--- config.mk ---
export PLATFORM = sky130hd
export DESIGN_NAME = token_bucket_throttled_fifo
export DESIGN_NICKNAME = d
export VERILOG_FILES = /design/src/rtl/tbf_pkg.sv /design/src/rtl/tbf_mem.sv /design/src/rtl/tbf_ctrl.sv /design/src/rtl/token_bucket_throttled_fifo.sv
export SDC_FILE = /design/constraint.sdc
export NUM_CORES = 2
export LEC_CHECK = 0
export BUFFER_PORTS_ARGS = -buffer_cell sky130_fd_sc_hd__buf_2
export CORE_MARGIN = 1.5
export CORE_UTILIZATION = 46
export CTS_BUF_LIST = sky130_fd_sc_hd__clkbuf_16
export DETAILED_ROUTE_END_ITERATION = 8
export GPL_ROUTABILITY_DRIVEN = 0
export PLACE_DENSITY = 0.66
export SYNTH_ARGS = -nofsm -noshare
export SYNTH_HDL_FRONTEND = slang
export SYNTH_SLANG_ARGS = --single-unit
--- constraint.sdc ---
create_clock -name clk -period 8.2 [get_ports clk]
set_clock_uncertainty 0.2 [all_clocks]
set_input_delay 0.82 -clock clk [delete_from_list [all_inputs] [get_ports clk]]
set_output_delay 0.82 -clock clk [all_outputs]
set_load 0.02 [all_outputs]
--- src/rtl/tbf_pkg.sv ---
// ----------------------------------------------------------------------------
// tbf_pkg
// Shared types and constants of the throttled byte FIFO.
// ----------------------------------------------------------------------------
package tbf_pkg;

  localparam int FIFO_DEPTH = 512;
  localparam int PTR_W      = $clog2(FIFO_DEPTH);
  localparam int CNT_W      = $clog2(FIFO_DEPTH + 1);
  localparam int FILL_W     = 10;
  localparam int CREDIT_W   = 8;
  localparam int BYTE_W     = 8;
  localparam int CMD_W      = 2;
  localparam int CFG_IDX_W  = 2;

  localparam logic [CMD_W-1:0] CMD_TICK     = 2'd0;
  localparam logic [CMD_W-1:0] CMD_OFFER    = 2'd1;
  localparam logic [CMD_W-1:0] CMD_TX_READY = 2'd2;

  localparam logic [CFG_IDX_W-1:0] REG_CREDITS_PER_TICK = 2'd0;
  localparam logic [CFG_IDX_W-1:0] REG_MAX_CREDITS      = 2'd1;

  localparam logic [CREDIT_W-1:0] CREDITS_PER_TICK_RST = 8'd2;
  localparam logic [CREDIT_W-1:0] MAX_CREDITS_RST      = 8'd16;

  typedef struct packed {
    logic [CMD_W-1:0]  command;
    logic [BYTE_W-1:0] data_in;
  } tbf_in_t;

  typedef struct packed {
    logic                accepted;
    logic                out_valid;
    logic [BYTE_W-1:0]   out_byte;
    logic [FILL_W-1:0]   fill_level;
    logic [CREDIT_W-1:0] credits_left;
  } tbf_out_t;

  typedef struct packed {
    logic              wr_en;
    logic [PTR_W-1:0]  wr_addr;
    logic [BYTE_W-1:0] wr_data;
    logic              rd_en;
    logic [PTR_W-1:0]  rd_addr;
  } tbf_mem_req_t;

endpackage

--- src/rtl/tbf_mem.sv ---
// ----------------------------------------------------------------------------
// tbf_mem
// Byte store of the FIFO: one write port and one read port with registered
// read data.
// ----------------------------------------------------------------------------
module tbf_mem (
  input  logic                  clk,
  input  tbf_pkg::tbf_mem_req_t req,
  output logic [tbf_pkg::BYTE_W-1:0] rd_data
);
  import tbf_pkg::*;

  logic [BYTE_W-1:0] store [FIFO_DEPTH];

  always_ff @(posedge clk) begin
    if (req.wr_en) begin
      store[req.wr_addr] <= req.wr_data;
    end
  end

  always_ff @(posedge clk) begin
    if (req.rd_en) begin
      rd_data <= store[req.rd_addr];
    end
  end

endmodule

--- src/rtl/tbf_ctrl.sv ---
// ----------------------------------------------------------------------------
// tbf_ctrl
// Credit bucket, FIFO pointers and fill count. Decides each event and
// registers its result flags and levels.
// ----------------------------------------------------------------------------
module tbf_ctrl (
  input  logic                           clk,
  input  logic                           rst,
  input  logic                           take,
  input  tbf_pkg::tbf_in_t               item,
  input  logic                           cfg_we,
  input  logic [tbf_pkg::CFG_IDX_W-1:0]  cfg_index,
  input  logic [tbf_pkg::CREDIT_W-1:0]   cfg_data,
  output tbf_pkg::tbf_mem_req_t          mem_req,
  output logic                           accepted,
  output logic                           popped,
  output logic [tbf_pkg::FILL_W-1:0]     fill_level,
  output logic [tbf_pkg::CREDIT_W-1:0]   credits_left
);
  import tbf_pkg::*;

  logic [CREDIT_W-1:0] credits_per_tick;
  logic [CREDIT_W-1:0] max_credits;
  logic [PTR_W-1:0]    write_pointer, write_pointer_next;
  logic [PTR_W-1:0]    read_pointer, read_pointer_next;
  logic [CNT_W-1:0]    byte_count, byte_count_next;
  logic [CREDIT_W-1:0] credit_count, credit_count_next;
  logic [CREDIT_W:0]   credit_sum;
  logic                do_store, do_pop;

  always_comb begin
    credit_sum = {1'b0, credit_count} + {1'b0, credits_per_tick};
    do_store   = (item.command == CMD_OFFER) && (credit_count != '0) &&
                 (byte_count < CNT_W'(FIFO_DEPTH));
    do_pop     = (item.command == CMD_TX_READY) && (byte_count != '0);

    credit_count_next = credit_count;
    if (item.command == CMD_TICK) begin
      credit_count_next = (credit_sum < {1'b0, max_credits}) ?
                          credit_sum[CREDIT_W-1:0] : max_credits;
    end else if (do_store) begin
      credit_count_next = credit_count - 1'b1;
    end

    write_pointer_next = write_pointer;
    if (do_store) begin
      write_pointer_next = (write_pointer == PTR_W'(FIFO_DEPTH - 1)) ?
                           '0 : write_pointer + 1'b1;
    end
    read_pointer_next = read_pointer;
    if (do_pop) begin
      read_pointer_next = (read_pointer == PTR_W'(FIFO_DEPTH - 1)) ?
                          '0 : read_pointer + 1'b1;
    end

    byte_count_next = byte_count;
    if (do_store) begin
      byte_count_next = byte_count + 1'b1;
    end else if (do_pop) begin
      byte_count_next = byte_count - 1'b1;
    end

    mem_req.wr_en   = take && do_store;
    mem_req.wr_addr = write_pointer;
    mem_req.wr_data = item.data_in;
    mem_req.rd_en   = take && do_pop;
    mem_req.rd_addr = read_pointer;
  end

  always_ff @(posedge clk) begin
    if (rst) begin
      credits_per_tick <= CREDITS_PER_TICK_RST;
      max_credits      <= MAX_CREDITS_RST;
    end else if (cfg_we) begin
      case (cfg_index)
        REG_CREDITS_PER_TICK: credits_per_tick <= cfg_data;
        REG_MAX_CREDITS:      max_credits      <= cfg_data;
        default: ;
      endcase
    end
  end

  always_ff @(posedge clk) begin
    if (rst) begin
      write_pointer <= '0;
      read_pointer  <= '0;
      byte_count    <= '0;
      credit_count  <= '0;
    end else if (take) begin
      write_pointer <= write_pointer_next;
      read_pointer  <= read_pointer_next;
      byte_count    <= byte_count_next;
      credit_count  <= credit_count_next;
    end
  end

  always_ff @(posedge clk) begin
    if (take) begin
      accepted     <= do_store;
      popped       <= do_pop;
      fill_level   <= FILL_W'(byte_count_next);
      credits_left <= credit_count_next;
    end
  end

endmodule

--- src/rtl/token_bucket_throttled_fifo.sv ---
// ----------------------------------------------------------------------------
// token_bucket_throttled_fifo
// Byte FIFO whose intake is limited by a token-bucket credit counter.
// ----------------------------------------------------------------------------
// Each input transfer is one event (tick, offered byte or transmitter ready)
// and yields exactly one result transfer, offered in the next cycle. An event can be
// taken every cycle; the block holds one result in its output register and
// takes a new event whenever that register is empty or being drained in the
// same cycle. The FIFO memory has one write and one registered read port, so
// a popped byte appears with the result of its event. Neither the event nor
// the configuration channel is ready while reset is held. Configuration
// writes are accepted in every cycle outside reset and are meant to arrive
// only while no event is pending.
module token_bucket_throttled_fifo (
  input  logic                          clk,
  input  logic                          rst,
  input  logic                          in_valid,
  output logic                          in_ready,
  input  tbf_pkg::tbf_in_t              in_data,
  output logic                          res_valid,
  input  logic                          res_ready,
  output tbf_pkg::tbf_out_t             res_data,
  input  logic                          cfg_valid,
  output logic                          cfg_ready,
  input  logic [tbf_pkg::CFG_IDX_W-1:0] cfg_index,
  input  logic [tbf_pkg::CREDIT_W-1:0]  cfg_data
);
  import tbf_pkg::*;

  tbf_mem_req_t        mem_req;
  logic [BYTE_W-1:0]   rd_data;
  logic                take;
  logic                accepted, popped;
  logic [FILL_W-1:0]   fill_level;
  logic [CREDIT_W-1:0] credits_left;

  assign in_ready  = !rst && (!res_valid || res_ready);
  assign take      = in_valid && in_ready;
  assign cfg_ready = !rst;

  tbf_ctrl u_ctrl (
    .clk          (clk),
    .rst          (rst),
    .take         (take),
    .item         (in_data),
    .cfg_we       (cfg_valid && cfg_ready),
    .cfg_index    (cfg_index),
    .cfg_data     (cfg_data),
    .mem_req      (mem_req),
    .accepted     (accepted),
    .popped       (popped),
    .fill_level   (fill_level),
    .credits_left (credits_left)
  );

  tbf_mem u_mem (
    .clk     (clk),
    .req     (mem_req),
    .rd_data (rd_data)
  );

  always_ff @(posedge clk) begin
    if (rst) begin
      res_valid <= 1'b0;
    end else if (in_ready) begin
      res_valid <= in_valid;
    end
  end

  always_comb begin
    res_data.accepted     = accepted;
    res_data.out_valid    = popped;
    res_data.out_byte     = popped ? rd_data : '0;
    res_data.fill_level   = fill_level;
    res_data.credits_left = credits_left;
  end

endmodule

==> out/metrics.yaml <==
global_route:
  grt_pass1_wl_mm: 640
  grt_max_degree: 164
  track_usage_pct: 25.3
  grt_overflow: 0
  grt_pass1_vias: 82800
  antenna_found_initial: 27
placed_design:
  io_buffers: 55
  detailed_place_hpwl_mm: 270
  pre_cts_slack_ps: 2110
logic_synthesis:
  syn_inst: 7928
  seq_area_frac_synth_pct: 76.7
  yosys-top-cells-count: "edfxtp_1, mux4_2, nor2_1, mux2i_1, nand2_1"
  ys_warn_count: 0
  syn_area_mm2: 0.163
  synth_top_cell_area_share_pct: 76.1
  synth_top_family_by_area: "multiplexers"
  synth-seq-cells: 4177
  synth_flop_cell: "edfxtp_1"
  synth_top_area_cell: "edfxtp_1"
  synthSimpleGateAreaFrac_pct: 2.78
  synthMuxAreaShare_pct: 15.1
  syn_nets: 7980
  synth.most_common_cell: "edfxtp_1"
  synth_compound_area_share_pct: 3.29
  synth.avg_cell_area_um2: 20.5
  synth_fa_ha_area_share_pct: 0.212
  synth_edf_count: 4124
  yosysUniqueCellTypes: 78
  synth-xor-area-share_pct: 0.199
  synthArstFlopShare_pct: 0
  yosys-top-cells-area: "edfxtp_1, mux4_2, mux2i_1"
cts:
  root_buffer: "clkbuf_16"
  clkLatencyLatePin_ps: 960
  clk_path_buf_depth: 4
  clk_pin_slew_ps: 60
  htreeDepth: 5
  cts_tree: "built"
  clkSinkCount: 4177
  cts_buffers: 402
  cts_setup_buffers: 0
die:
  die_area_mm2: 0.358
  io_pins: 56
  die_w_um: 598
  core_area_mm2: 0.352
  rows: 218
  start_util_pct: 46.2
  die_h_um: 598
timing:
  setup_viol: 0
  max_freq_mhz: 185
  min_period_over_period_pct: 66.1
  period_needed_ps: 5420
  setup_ws_ps: 2780
  relSlewSlack_pct: 2.30
  worstMarginPinSlew_ps: 1460
  slew_violations: 0
  hold_slack_ps: 114
  tns_ps: 0
  finalHoldViolCount: 0
  rsz0062_at_grt: "no"
layout:
  areaGrowthSynthToFinish_pct: 12.0
  layout.nets: 8142
  drive_gt1_share_pct: 22.3
routing:
  drc_errors: 0
  antenna_left: 0
  wl_per_cell_um: 34.8
  routed-via-count: 84500
  wl_mm: 458
  vias_per_cell: 6.42
  first_pass_iters: 6
  drt-initial-drc-count: 13500
power_and_ir_drop:
  leakage_nw: 54.9
  power_density_mw_per_mm2: 240
  irDropWorstVdd_v: 0.000183
setup_path:
  required_ps: 8820
  cp-end-kind: "register"
  cp-start-kind: "register"
  path_class: "register to register"
  arrival_ps: 6040
  critical_path_peak_fanout: 145
outcome:
  violations: "capacitance limit"
  status: "finished with violations"
job:
  cap_violations: 1
min_path:
  min-delay-path-class: "input pin to register"
## registers in the layout, summed over array words and instances (netlist names)
register and count:
u_ctrl.byte_count 10, u_mem.store 4096, u_ctrl.fill_level 10, u_ctrl.credits_left 8
u_ctrl.popped 1, u_ctrl.accepted 1, u_ctrl.write_pointer 9, u_mem.rd_data 8
u_ctrl.read_pointer 9, u_ctrl.credit_count 8, u_ctrl.credits_per_tick 8, res_valid 1
u_ctrl.max_credits 8
## what timing repair did
action / CTS / global route
hold buffers: 10 / 0
hold endpoints to repair: 17 / 0
resized for setup: 0 / 0
## stage by stage
step / util, % / instance area, um^2 / instances / total power, mW
floorplan: - / 163000 / 7928 / 24.4
global placement: 47.8 / 169000 / 12400 / 25.0
detailed placement: 47.8 / 169000 / 12400 / 25.0
CTS: 51.7 / 182000 / 13200 / 43.9
global route: 51.7 / 182000 / 13200 / 44.7
finish: 51.7 / 182000 / 13200 / 43.7
## critical path, cell delays in order, from the launching register on
cell and delay (ps):
dfxtp_4 770, buf_4 620, buf_12 690, mux4_2 390, mux2i_1 120, o21ai_0 640
a211oi_1 320, nor4_1 940, o32a_1 300
## worst paths after layout
path / to / slack (ps) / cells past startpoint / from
worst min register to register: u_ctrl.max_credits[0]$_SDFFE_PP0P_ / 290 / 2 / u_ctrl.max_credits[0]$_SDFFE_PP0P_
worst min-delay path: u_mem.store[397][4]$_DFFE_PP_ / 110 / 1 / in_data[4]
worst max-delay path: u_mem.rd_data[2]$_DFFE_PP_ / 2780 / 8 / u_ctrl.read_pointer[1]$_SDFFE_PP0P_
worst max register to register: u_mem.rd_data[2]$_DFFE_PP_ / 2780 / 8 / u_ctrl.read_pointer[1]$_SDFFE_PP0P_
## per-layer routing
metal	global-route usage [%]	part of all wire, %	vias up
met5	0	0.026	-
met4	10.2	4.4	18
met3	6.40	12	911
met2	38.2	46	5847
met1	35.5	38	44500
li1	-	-	33200
## cell type report
cell class / count / area, um^2
antenna: 8 / 20.0
multi-input combinational: 3242 / 35400
timing repair buffer: 236 / 2250
clock buffer: 407 / 10200
inverter: 31 / 129
sequential: 4177 / 125000
tap: 4730 / 5920
clock inverter: 338 / 3480
fill: 27200 / 170000
## logic make-up after synthesis
logic type               count (synthesis)
AO/OA/AOI/OAI                          793
XOR/XNOR                                37
adder cells (fa/ha/maj)                 27
buffers and inverters                  509
flip-flops                            4177
multiplexers                          1292
AND/OR/NAND/NOR                       1093
## where the power goes
part	leakage [nW]	internal, mW	total [mW]	switching, mW
Sequential	37.5	23.5	23.5	0.0227
Clock	6.89	11.1	19.2	8.10
Combinational	10.5	0.324	1.06	0.735
Total	54.9	34.9	43.7	8.86
## placed cells by master, fill, tap and decap left out, types with 30 or more instances in the layout
cell type   Yosys  final
edfxtp_1     4124   4124
mux4_2        930    930
nor2_1        622    612
clkbuf_16       0    407
mux2i_1       323    323
nand2_1       278    262
a21oi_1       191    191
buf_4          48    130
o21ai_0       103    103
a22oi_1        97     97
clkinv_2        0     86
inv_1          23     84
o22ai_1        76     76
clkinv_1        3     65
bufinv_16       0     64
a221oi_1       58     58
nand3_1        56     55
a211oi_1       55     55
o221ai_1       53     53
buf_2         149     47
dfxtp_1        53     46
buf_12          3     41
mux2_2         39     39
clkinvlp_4      0     30
Note: power is estimated with default switching activity, not from simulation.
